`src/hw/rtl/pcc_pkg.sv`:
```
// ----------------------------------------------------------------------------
// pcc_pkg
// Shared types and constants of the pixel cluster centroid / bounding box block.
// ----------------------------------------------------------------------------
package pcc_pkg;

  // number of cluster snapshots buffered between accumulator and divider
  localparam int unsigned QUEUE_DEPTH = 2;

  typedef struct packed {
    logic full;
    logic empty;
  } q_status_t;

  typedef enum logic [2:0] {
    BK_IDLE = 3'b001,
    BK_DIV  = 3'b010,
    BK_HOLD = 3'b100
  } back_state_e;

endpackage

```
`src/hw/rtl/pcc_queue.sv`:
```
// ----------------------------------------------------------------------------
// pcc_queue
// Small register queue of cluster snapshots between front and back.
// ----------------------------------------------------------------------------
module pcc_queue
  import pcc_pkg::*;
#(
  parameter int unsigned WIDTH = 8,
  parameter int unsigned DEPTH = 2
) (
  input  logic             clk_i,
  input  logic             rst_ni,
  input  logic             push_i,
  input  logic [WIDTH-1:0] wdata_i,
  input  logic             pop_i,
  output logic [WIDTH-1:0] rdata_o,
  output q_status_t        status_o
);

  localparam int unsigned PTR_W = (DEPTH > 1) ? $clog2(DEPTH) : 1;
  localparam int unsigned CNT_W = $clog2(DEPTH + 1);

  logic [WIDTH-1:0] mem_q [DEPTH];
  logic [PTR_W-1:0] wr_ptr_q, wr_ptr_d, rd_ptr_q, rd_ptr_d;
  logic [CNT_W-1:0] cnt_q, cnt_d;
  logic             do_push, do_pop;

  assign status_o.full  = (cnt_q == CNT_W'(DEPTH));
  assign status_o.empty = (cnt_q == '0);
  assign do_push = push_i && !status_o.full;
  assign do_pop  = pop_i && !status_o.empty;
  assign rdata_o = mem_q[rd_ptr_q];

  always_comb begin
    wr_ptr_d = wr_ptr_q;
    rd_ptr_d = rd_ptr_q;
    cnt_d    = cnt_q;
    if (do_push) begin
      wr_ptr_d = (wr_ptr_q == PTR_W'(DEPTH - 1)) ? '0 : wr_ptr_q + PTR_W'(1);
    end
    if (do_pop) begin
      rd_ptr_d = (rd_ptr_q == PTR_W'(DEPTH - 1)) ? '0 : rd_ptr_q + PTR_W'(1);
    end
    case ({do_push, do_pop})
      2'b10:   cnt_d = cnt_q + CNT_W'(1);
      2'b01:   cnt_d = cnt_q - CNT_W'(1);
      default: cnt_d = cnt_q;
    endcase
  end

  always_ff @(posedge clk_i or negedge rst_ni) begin
    if (!rst_ni) begin
      wr_ptr_q <= '0;
      rd_ptr_q <= '0;
      cnt_q    <= '0;
    end else begin
      wr_ptr_q <= wr_ptr_d;
      rd_ptr_q <= rd_ptr_d;
      cnt_q    <= cnt_d;
    end
  end

  always_ff @(posedge clk_i) begin
    if (do_push) begin
      mem_q[wr_ptr_q] <= wdata_i;
    end
  end

endmodule

```
`src/hw/rtl/pcc_front.sv`:
```
// ----------------------------------------------------------------------------
// pcc_front
// Per-pixel accumulator: sums, count, earliest time and bounding box.
// Pushes a snapshot of the cluster whenever a result is due.
// ----------------------------------------------------------------------------
module pcc_front
  import pcc_pkg::*;
#(
  parameter int unsigned MAX_PIXELS = 256,
  parameter int unsigned COORD_BITS = 10,
  parameter int unsigned TIME_BITS  = 16,
  parameter int unsigned CNT_W      = 9,
  parameter int unsigned SUM_W      = 18,
  parameter int unsigned SNAP_W     = 8
) (
  input  logic                  clk_i,
  input  logic                  rst_ni,
  input  logic                  cfg_we_i,
  input  logic                  cfg_wdata_i,
  input  logic                  in_valid_i,
  output logic                  in_ready_o,
  input  logic [COORD_BITS-1:0] pix_col_i,
  input  logic [COORD_BITS-1:0] pix_row_i,
  input  logic [TIME_BITS-1:0]  pix_time_i,
  input  logic                  last_pixel_i,
  input  q_status_t             q_status_i,
  output logic                  push_o,
  output logic [SNAP_W-1:0]     snap_o
);

  logic                  auto_q;
  logic [SUM_W-1:0]      col_sum_q, col_sum_d, row_sum_q, row_sum_d;
  logic [CNT_W-1:0]      cnt_q, cnt_d;
  logic [TIME_BITS-1:0]  tmin_q, tmin_d;
  logic [COORD_BITS-1:0] left_q, left_d, right_q, right_d;
  logic [COORD_BITS-1:0] bot_q, bot_d, top_q, top_d;
  logic                  drop_q, drop_d;
  logic                  accept, room;

  assign in_ready_o = !q_status_i.full;
  assign accept     = in_valid_i && in_ready_o;
  assign room       = (cnt_q < CNT_W'(MAX_PIXELS));
  assign push_o     = accept && (last_pixel_i || auto_q);

  // updated cluster state including the current pixel
  always_comb begin
    col_sum_d = col_sum_q;
    row_sum_d = row_sum_q;
    cnt_d     = cnt_q;
    tmin_d    = tmin_q;
    left_d    = left_q;
    right_d   = right_q;
    bot_d     = bot_q;
    top_d     = top_q;
    drop_d    = drop_q;
    if (room) begin
      col_sum_d = col_sum_q + SUM_W'(pix_col_i);
      row_sum_d = row_sum_q + SUM_W'(pix_row_i);
      cnt_d     = cnt_q + CNT_W'(1);
      if (pix_time_i < tmin_q) tmin_d  = pix_time_i;
      if (pix_col_i < left_q)  left_d  = pix_col_i;
      if (pix_col_i > right_q) right_d = pix_col_i;
      if (pix_row_i < bot_q)   bot_d   = pix_row_i;
      if (pix_row_i > top_q)   top_d   = pix_row_i;
    end else begin
      drop_d = 1'b1;
    end
  end

  assign snap_o = {last_pixel_i, drop_d, cnt_d, col_sum_d, row_sum_d, tmin_d,
                   left_d, right_d, bot_d, top_d};

  always_ff @(posedge clk_i or negedge rst_ni) begin
    if (!rst_ni) begin
      auto_q    <= 1'b0;
      col_sum_q <= '0;
      row_sum_q <= '0;
      cnt_q     <= '0;
      tmin_q    <= '1;
      left_q    <= '1;
      right_q   <= '0;
      bot_q     <= '1;
      top_q     <= '0;
      drop_q    <= 1'b0;
    end else begin
      if (cfg_we_i) begin
        auto_q <= cfg_wdata_i;
      end
      if (accept) begin
        if (last_pixel_i) begin
          col_sum_q <= '0;
          row_sum_q <= '0;
          cnt_q     <= '0;
          tmin_q    <= '1;
          left_q    <= '1;
          right_q   <= '0;
          bot_q     <= '1;
          top_q     <= '0;
          drop_q    <= 1'b0;
        end else begin
          col_sum_q <= col_sum_d;
          row_sum_q <= row_sum_d;
          cnt_q     <= cnt_d;
          tmin_q    <= tmin_d;
          left_q    <= left_d;
          right_q   <= right_d;
          bot_q     <= bot_d;
          top_q     <= top_d;
          drop_q    <= drop_d;
        end
      end
    end
  end

endmodule

```
`src/hw/rtl/pcc_back.sv`:
```
// ----------------------------------------------------------------------------
// pcc_back
// Centroid divider and result register. Two restoring dividers share one
// step counter and retire one quotient bit each per cycle.
// ----------------------------------------------------------------------------
module pcc_back
  import pcc_pkg::*;
#(
  parameter int unsigned COORD_BITS = 10,
  parameter int unsigned TIME_BITS  = 16,
  parameter int unsigned FRAC_BITS  = 8,
  parameter int unsigned CNT_W      = 9,
  parameter int unsigned SUM_W      = 18,
  parameter int unsigned SNAP_W     = 8
) (
  input  logic                            clk_i,
  input  logic                            rst_ni,
  input  q_status_t                       q_status_i,
  input  logic [SNAP_W-1:0]               snap_i,
  output logic                            pop_o,
  output logic                            out_valid_o,
  input  logic                            out_ready_i,
  output logic [COORD_BITS+FRAC_BITS-1:0] centroid_col_o,
  output logic [COORD_BITS+FRAC_BITS-1:0] centroid_row_o,
  output logic [TIME_BITS-1:0]            earliest_time_o,
  output logic [COORD_BITS-1:0]           box_left_o,
  output logic [COORD_BITS-1:0]           box_right_o,
  output logic [COORD_BITS-1:0]           box_bottom_o,
  output logic [COORD_BITS-1:0]           box_top_o,
  output logic [COORD_BITS:0]             box_width_o,
  output logic [COORD_BITS:0]             box_height_o,
  output logic [CNT_W-1:0]                multiplicity_o,
  output logic                            cluster_done_o,
  output logic                            overflow_o
);

  localparam int unsigned DVD_W  = SUM_W + FRAC_BITS;
  localparam int unsigned CEN_W  = COORD_BITS + FRAC_BITS;
  localparam int unsigned STEP_W = $clog2(DVD_W);
  localparam logic [CEN_W-1:0] HALF = CEN_W'(1) << (FRAC_BITS - 1);

  // snapshot fields
  logic                  s_done, s_drop;
  logic [CNT_W-1:0]      s_cnt;
  logic [SUM_W-1:0]      s_csum, s_rsum;
  logic [TIME_BITS-1:0]  s_tmin;
  logic [COORD_BITS-1:0] s_left, s_right, s_bot, s_top;

  assign {s_done, s_drop, s_cnt, s_csum, s_rsum, s_tmin,
          s_left, s_right, s_bot, s_top} = snap_i;

  back_state_e           state_q, state_d;
  logic [STEP_W-1:0]     step_q;
  logic [DVD_W-1:0]      dvc_q, dvr_q;
  logic [CNT_W-1:0]      remc_q, remr_q, div_q;
  logic                  done_q, drop_q;
  logic [TIME_BITS-1:0]  tmin_q;
  logic [COORD_BITS-1:0] left_q, right_q, bot_q, top_q;
  logic                  out_valid_q;

  logic [CNT_W:0]        shc, shr;
  logic                  gec, ger;
  logic [CNT_W-1:0]      remc_n, remr_n;
  logic                  load_out;

  assign shc    = {remc_q, dvc_q[DVD_W-1]};
  assign shr    = {remr_q, dvr_q[DVD_W-1]};
  assign gec    = (shc >= {1'b0, div_q});
  assign ger    = (shr >= {1'b0, div_q});
  assign remc_n = gec ? CNT_W'(shc - {1'b0, div_q}) : CNT_W'(shc);
  assign remr_n = ger ? CNT_W'(shr - {1'b0, div_q}) : CNT_W'(shr);

  assign pop_o    = (state_q == BK_IDLE) && !q_status_i.empty;
  assign load_out = (state_q == BK_HOLD) && (!out_valid_q || out_ready_i);

  always_comb begin
    state_d = state_q;
    case (state_q)
      BK_IDLE: if (!q_status_i.empty) state_d = BK_DIV;
      BK_DIV:  if (step_q == STEP_W'(DVD_W - 1)) state_d = BK_HOLD;
      BK_HOLD: if (load_out) state_d = BK_IDLE;
      default: state_d = BK_IDLE;
    endcase
  end

  always_ff @(posedge clk_i or negedge rst_ni) begin
    if (!rst_ni) begin
      state_q     <= BK_IDLE;
      step_q      <= '0;
      out_valid_q <= 1'b0;
    end else begin
      state_q <= state_d;
      if (pop_o) begin
        step_q <= '0;
      end else if (state_q == BK_DIV) begin
        step_q <= step_q + STEP_W'(1);
      end
      if (load_out) begin
        out_valid_q <= 1'b1;
      end else if (out_ready_i) begin
        out_valid_q <= 1'b0;
      end
    end
  end

  // divider datapath; quotient bits shift in behind the dividend
  always_ff @(posedge clk_i) begin
    if (pop_o) begin
      dvc_q  <= {s_csum, FRAC_BITS'(0)};
      dvr_q  <= {s_rsum, FRAC_BITS'(0)};
      remc_q <= '0;
      remr_q <= '0;
      div_q  <= s_cnt;
      done_q <= s_done;
      drop_q <= s_drop;
      tmin_q <= s_tmin;
      left_q <= s_left;
      right_q <= s_right;
      bot_q  <= s_bot;
      top_q  <= s_top;
    end else if (state_q == BK_DIV) begin
      dvc_q  <= {dvc_q[DVD_W-2:0], gec};
      dvr_q  <= {dvr_q[DVD_W-2:0], ger};
      remc_q <= remc_n;
      remr_q <= remr_n;
    end
  end

  always_ff @(posedge clk_i) begin
    if (load_out) begin
      centroid_col_o  <= CEN_W'(dvc_q) + HALF;
      centroid_row_o  <= CEN_W'(dvr_q) + HALF;
      earliest_time_o <= tmin_q;
      box_left_o      <= left_q;
      box_right_o     <= right_q;
      box_bottom_o    <= bot_q;
      box_top_o       <= top_q;
      box_width_o     <= {1'b0, right_q} - {1'b0, left_q} + (COORD_BITS+1)'(1);
      box_height_o    <= {1'b0, top_q} - {1'b0, bot_q} + (COORD_BITS+1)'(1);
      multiplicity_o  <= div_q;
      cluster_done_o  <= done_q;
      overflow_o      <= drop_q;
    end
  end

  assign out_valid_o = out_valid_q;

endmodule

```
`src/hw/rtl/pixel_cluster_centroid_bbox.sv`:
```
// ----------------------------------------------------------------------------
// pixel_cluster_centroid_bbox
// Hit cluster centroid and bounding box.
//
// Input channel (in_valid_i/in_ready_o) carries one hit pixel per item; the
// last_pixel_i mark closes the cluster. Output channel (out_valid_o/
// out_ready_i) carries one result item per closed cluster, or per pixel when
// auto_update (cfg_we_i/cfg_wdata_i) is set.
// Pixels are accumulated at one per cycle while the queue is not full.
// A result goes through a queue of QUEUE_DEPTH snapshots to a bit-serial
// divider that retires one quotient bit per cycle; the divider takes the
// next snapshot only after its result has been loaded into the result
// register that drives out_valid_o. Pixels that produce no result never
// wait on the divider unless the queue is full.
// If the receiver stalls, the result register holds, the divider waits with
// its finished result, the queue fills and then in_ready_o drops.
// Reset clears the cluster, the queue, the divider and auto_update.
// ----------------------------------------------------------------------------
module pixel_cluster_centroid_bbox
  import pcc_pkg::*;
#(
  parameter int unsigned MAX_PIXELS = 256,
  parameter int unsigned COORD_BITS = 10,
  parameter int unsigned TIME_BITS  = 16,
  parameter int unsigned FRAC_BITS  = 8
) (
  input  logic                            clk_i,
  input  logic                            rst_ni,
  input  logic                            cfg_we_i,
  input  logic                            cfg_wdata_i,
  input  logic                            in_valid_i,
  output logic                            in_ready_o,
  input  logic [COORD_BITS-1:0]           pix_col_i,
  input  logic [COORD_BITS-1:0]           pix_row_i,
  input  logic [TIME_BITS-1:0]            pix_time_i,
  input  logic                            last_pixel_i,
  output logic                            out_valid_o,
  input  logic                            out_ready_i,
  output logic [COORD_BITS+FRAC_BITS-1:0] centroid_col_o,
  output logic [COORD_BITS+FRAC_BITS-1:0] centroid_row_o,
  output logic [TIME_BITS-1:0]            earliest_time_o,
  output logic [COORD_BITS-1:0]           box_left_o,
  output logic [COORD_BITS-1:0]           box_right_o,
  output logic [COORD_BITS-1:0]           box_bottom_o,
  output logic [COORD_BITS-1:0]           box_top_o,
  output logic [COORD_BITS:0]             box_width_o,
  output logic [COORD_BITS:0]             box_height_o,
  output logic [$clog2(MAX_PIXELS+1)-1:0] multiplicity_o,
  output logic                            cluster_done_o,
  output logic                            overflow_o
);

  localparam int unsigned CNT_W  = $clog2(MAX_PIXELS + 1);
  localparam int unsigned SUM_W  = COORD_BITS + $clog2(MAX_PIXELS);
  localparam int unsigned SNAP_W = 2 + CNT_W + 2 * SUM_W + TIME_BITS + 4 * COORD_BITS;

  q_status_t         q_status;
  logic              push, pop;
  logic [SNAP_W-1:0] snap_in, snap_out;

  pcc_front #(
    .MAX_PIXELS (MAX_PIXELS),
    .COORD_BITS (COORD_BITS),
    .TIME_BITS  (TIME_BITS),
    .CNT_W      (CNT_W),
    .SUM_W      (SUM_W),
    .SNAP_W     (SNAP_W)
  ) u_front (
    .clk_i        (clk_i),
    .rst_ni       (rst_ni),
    .cfg_we_i     (cfg_we_i),
    .cfg_wdata_i  (cfg_wdata_i),
    .in_valid_i   (in_valid_i),
    .in_ready_o   (in_ready_o),
    .pix_col_i    (pix_col_i),
    .pix_row_i    (pix_row_i),
    .pix_time_i   (pix_time_i),
    .last_pixel_i (last_pixel_i),
    .q_status_i   (q_status),
    .push_o       (push),
    .snap_o       (snap_in)
  );

  pcc_queue #(
    .WIDTH (SNAP_W),
    .DEPTH (QUEUE_DEPTH)
  ) u_queue (
    .clk_i    (clk_i),
    .rst_ni   (rst_ni),
    .push_i   (push),
    .wdata_i  (snap_in),
    .pop_i    (pop),
    .rdata_o  (snap_out),
    .status_o (q_status)
  );

  pcc_back #(
    .COORD_BITS (COORD_BITS),
    .TIME_BITS  (TIME_BITS),
    .FRAC_BITS  (FRAC_BITS),
    .CNT_W      (CNT_W),
    .SUM_W      (SUM_W),
    .SNAP_W     (SNAP_W)
  ) u_back (
    .clk_i           (clk_i),
    .rst_ni          (rst_ni),
    .q_status_i      (q_status),
    .snap_i          (snap_out),
    .pop_o           (pop),
    .out_valid_o     (out_valid_o),
    .out_ready_i     (out_ready_i),
    .centroid_col_o  (centroid_col_o),
    .centroid_row_o  (centroid_row_o),
    .earliest_time_o (earliest_time_o),
    .box_left_o      (box_left_o),
    .box_right_o     (box_right_o),
    .box_bottom_o    (box_bottom_o),
    .box_top_o       (box_top_o),
    .box_width_o     (box_width_o),
    .box_height_o    (box_height_o),
    .multiplicity_o  (multiplicity_o),
    .cluster_done_o  (cluster_done_o),
    .overflow_o      (overflow_o)
  );

endmodule

```
`config.mk`:
```
export PLATFORM = sky130hd
export DESIGN_NAME = pixel_cluster_centroid_bbox
export DESIGN_NICKNAME = d
export VERILOG_FILES = /design/src/hw/rtl/pcc_pkg.sv /design/src/hw/rtl/pcc_queue.sv /design/src/hw/rtl/pcc_front.sv /design/src/hw/rtl/pcc_back.sv /design/src/hw/rtl/pixel_cluster_centroid_bbox.sv
export SDC_FILE = /design/constraint.sdc
export NUM_CORES = 1
export LEC_CHECK = 0
export BUFFER_PORTS_ARGS = -buffer_cell sky130_fd_sc_hd__buf_2
export CORE_MARGIN = 4
export CORE_UTILIZATION = 35
export DETAILED_ROUTE_END_ITERATION = 10
export GPL_TIMING_DRIVEN = 0
export PLACE_DENSITY = 0.56
export SETUP_SLACK_MARGIN = 0.1
export SLEW_MARGIN = 20
export SYNTH_ARGS = -nofsm -noshare
export SYNTH_HDL_FRONTEND = slang
export SYNTH_SLANG_ARGS = --single-unit
```
`constraint.sdc`:
```
create_clock -name clk_i -period 6.9 [get_ports clk_i]
set_input_delay 1.38 -clock clk_i [delete_from_list [all_inputs] [get_ports clk_i]]
set_output_delay 1.38 -clock clk_i [all_outputs]
set_load 0.01 [all_outputs]
```
==> impl_metrics.toml <==
[power]
switching_share = 0.351
p_per_area_nw_per_um2 = 450
p_clk_frac = 0.243
power.leakage_uw = 0.0122
p_sw_uw = 5040
pwr-share-seq = 0.404
total_power_uw = 14300
ir_worst_vdd_uv = 168
internal_power_uw = 9310
power_frac_comb = 0.353

[logic_synthesis]
synth-simple-area-share = 0.0847
synth_warnings = 0
synth.avg_cell_area_um2 = 12.7
synth_top_family_by_area = "compound AO/OA/AOI/OAI gates"
yosys.area_share.adder = 0.0666
ys.flop_type = "edfxtp_1"
synth_cell_types = 74
synthesis.area_um2 = 27200
seq_area_frac_synth = 0.614
synth_edf_count = 434
synth_async_sr_flop_share = 0.199
yosys_register_bits = 584
synth_compound_area_frac = 0.114
mappedNetlistNets = 2315
synth_xor_area_frac = 0.0271
muxShareOfSynthArea = 0.0602
syn_inst = 2131

[cts]
cts_max_level = 3
path_clk_slew_ns = 0.06
cts.path.max_buffers = 3
cts-buffers-inserted = 68
post-cts-setup-buffers = 0
clk_latency_ns = 0.61
tritoncts = "built"
cts_resized = 0
cts-root-buf = "clkbuf_16"
clkSinkCount = 584
hold_buffers = 0

[placed_design]
io_buffers = 169
hpwlAfterDp_um = 49500
preCtsSetupSlack_ns = 2.33
gp_congestion = 0.885
dpl_cell_area_um2 = 29700

[worst_setup_path]
crit_path_max_fanout = 26
arrival_ns = 4.00
startpoint_type = "input pin"
timing.rr.end = "u_queue.mem_q[0][26]$_DFFE_PP_"
worstPathRequired_ns = 7.20
critPathMaxStageDelay_ns = 0.62
cp_slowest_cell = "nor2_4"
rrSetupSlack_ns = 3.45
endpoint = "u_queue.mem_q[0][26]$_DFFE_PP_"
path_cells = "buf_2 > clkbuf_1 > clkbuf_1 > o21ai_1 > nor2_4 > buf_12 > buf_12"
r2r_cells = 8
critPathBufInv = 5
cp-startpoint = "last_pixel_i"
regToRegStartpoint = "u_queue.cnt_q[0]$_DFFE_PN0P_"
timing_worst_setup_path_type = "in -> reg"
cp.depth = 7
cp_top_family = "buffers and inverters"
end_kind = "register"

[sta]
min_period_ns = 3.70
worst_pin_slew_ns = 0.932
hold_violations = 0
relSlewSlack = 0.379
rsz0062_at_grt = "false"
fmax_mhz = 271
slew_viol_final = 0
hold_ws_ns = 0.419
finClkSkew_ns = 0.0306
post-route-period-util = 0.536
setup_ws_ns = 3.20
finalSetupViolations = 0

[floorplan]
die_area_um2 = 82100
ios = 170
floorplan.initialDensity = 0.355
fp.coreArea_um2 = 76500
fp.dieW_um = 287
rows = 101
dieHeight_um = 287

[detailed_routing]
vias = 18000
first_pass_iters = 5
routedLengthMet1_um = 30200
drt_wl_total_um = 69700
viasPerCell = 5.18
dr.first_iter.drc_count = 1140
wl_per_cell_um = 20.0
ant_nets = 0
drc = 0
wl_met3_um = 4760
wl_met2_um = 33100
highest_layer = "met5"

[grt]
grt_overflow = 0
grt_max_degree = 85
antenna_found_initial = 18
grt_pass1_wl_um = 109000
grt_pass1_vias = 18800
grt_usage = 0.169

[finish]
num-fill-cells = 7098
drive_above_1_share = 0.193
areaGrowthSynthToFinish_pct = 17.5
final_common_cell = "edfxtp_1"
layout_common_cells = "edfxtp_1 (434), nand2_1 (211), buf_2 (189)"
final_cell_area_um2 = 31900
nets = 2571
seqCellArea_um2 = 16700
multi_input_comb_area_um2 = 9600

[min_path]
hold_path.class = "reg -> reg"
min_from = "u_back.tmin_q[2]$_DFFE_PP_"

[outcome]
outcome = "finished clean"

[run]
cap_violations = 0
cells in the mapped netlist (all sizes together) (11+ instances only):
master,count,area share
edfxtp,434,0.48
nand2,211,0.029
ha,135,0.062
inv,129,0.018
o21ai,118,0.022
mux2,106,0.044
nor2,88,0.012
dfrtp,79,0.073
a21oi,70,0.013
clkbuf,68,0.0094
xnor2,57,0.018
nor3,50,0.0092
mux2i,44,0.016
buf,37,0.0061
dfstp,37,0.036
nand3,35,0.0065
dfxtp,34,0.025
o311ai,31,0.010
a22o,28,0.0090
nand4,28,0.0065
xor2,27,0.0087
a21o,25,0.0069
a2111oi,22,0.0078
a221oi,19,0.0064
nor2b,17,0.0039
o21a,17,0.0047
and3,16,0.0037
o211ai,16,0.0044
nor4,14,0.0032
a211oi,11,0.0034
per-layer routing:
layer | up-vias | GRT usage
met2 | 484 | 0.280
met3 | 107 | 0.0431
li1 | 8532 | -
met5 | - | 0
met1 | 8905 | 0.220
met4 | 10 | 0.0489
how the worst min path moves through the flow:
stage | endpoint | cells after the start
detailed placement | u_back.earliest_time_o[2]$_DFFE_PP_ | 0
CTS | u_back.earliest_time_o[2]$_DFFE_PP_ | 0
global placement | u_back.earliest_time_o[4]$_DFFE_PP_ | 0
global route | u_back.overflow_o$_DFFE_PP_ | 0
finish | u_back.earliest_time_o[2]$_DFFE_PP_ | 0
floorplan | u_back.cluster_done_o$_DFFE_PP_ | 0
power groups by stage:
stage / clock network, µW / registers (µW) / logic, µW
2_1_floorplan: 0 / 5750 / 3540
3_3_place_gp: 0 / 5950 / 4820
3_5_place_dp: 0 / 5860 / 5070
4_1_cts: 3590 / 5800 / 5120
5_1_grt: 3750 / 5910 / 5660
6_report: 3480 / 5800 / 5060
flip-flops by register name, indices dropped and copies added, names as in the netlist, 11 cells and up:
register	flops
u_back.tmin_q	16
u_back.box_width_o	11
u_front.tmin_q	16
u_back.earliest_time_o	16
u_back.dvr_q	26
u_back.centroid_row_o	18
u_front.col_sum_q	18
u_queue.mem_q	206
u_front.row_sum_q	18
u_back.box_height_o	11
u_back.centroid_col_o	18
u_back.dvc_q	26
area by class of cell:
class / instances / area share
antenna: 9 / 0.000706
sequential: 584 / 0.522
clock inverter: 36 / 0.00973
buffer: 105 / 0.0133
timing repair buffer: 186 / 0.0394
tap: 1030 / 0.0404
multi-input combinational: 1312 / 0.301
inverter: 130 / 0.0153
clock buffer: 88 / 0.0580
cells by family (layout without fill, tap and decap cells):
group           count (synthesis)  count (layout)
flops                         584             584
mux                           150             150
buf+inv                       235             545
compound gates                437             437
simple gates                  500             500
other cells                     0               9
xor+xnor                       84              84
fa+ha+maj                     141             141
worst reg2reg max path, stage by stage, from the launching register on:
cell      delay (ns)
dfrtp_1         0.42
nand2b_1        0.45
and2_1          0.20
clkbuf_1        0.28
buf_2           0.33
o21ai_1         0.32
nor2_4          0.62
buf_12          0.28
buf_12          0.23
per-stage QoR:
step / instances / utilization / setup TNS, ns
after CTS: 3471 / 0.417 / 0
final: 3480 / 0.417 / 0
after global placement: 3330 / 0.383 / -793.95
after global routing: 3472 / 0.417 / 0
after detailed placement: 3347 / 0.389 / 0
after floorplan: 2131 / - / -27.04
Power figures use the tool's default switching activity.
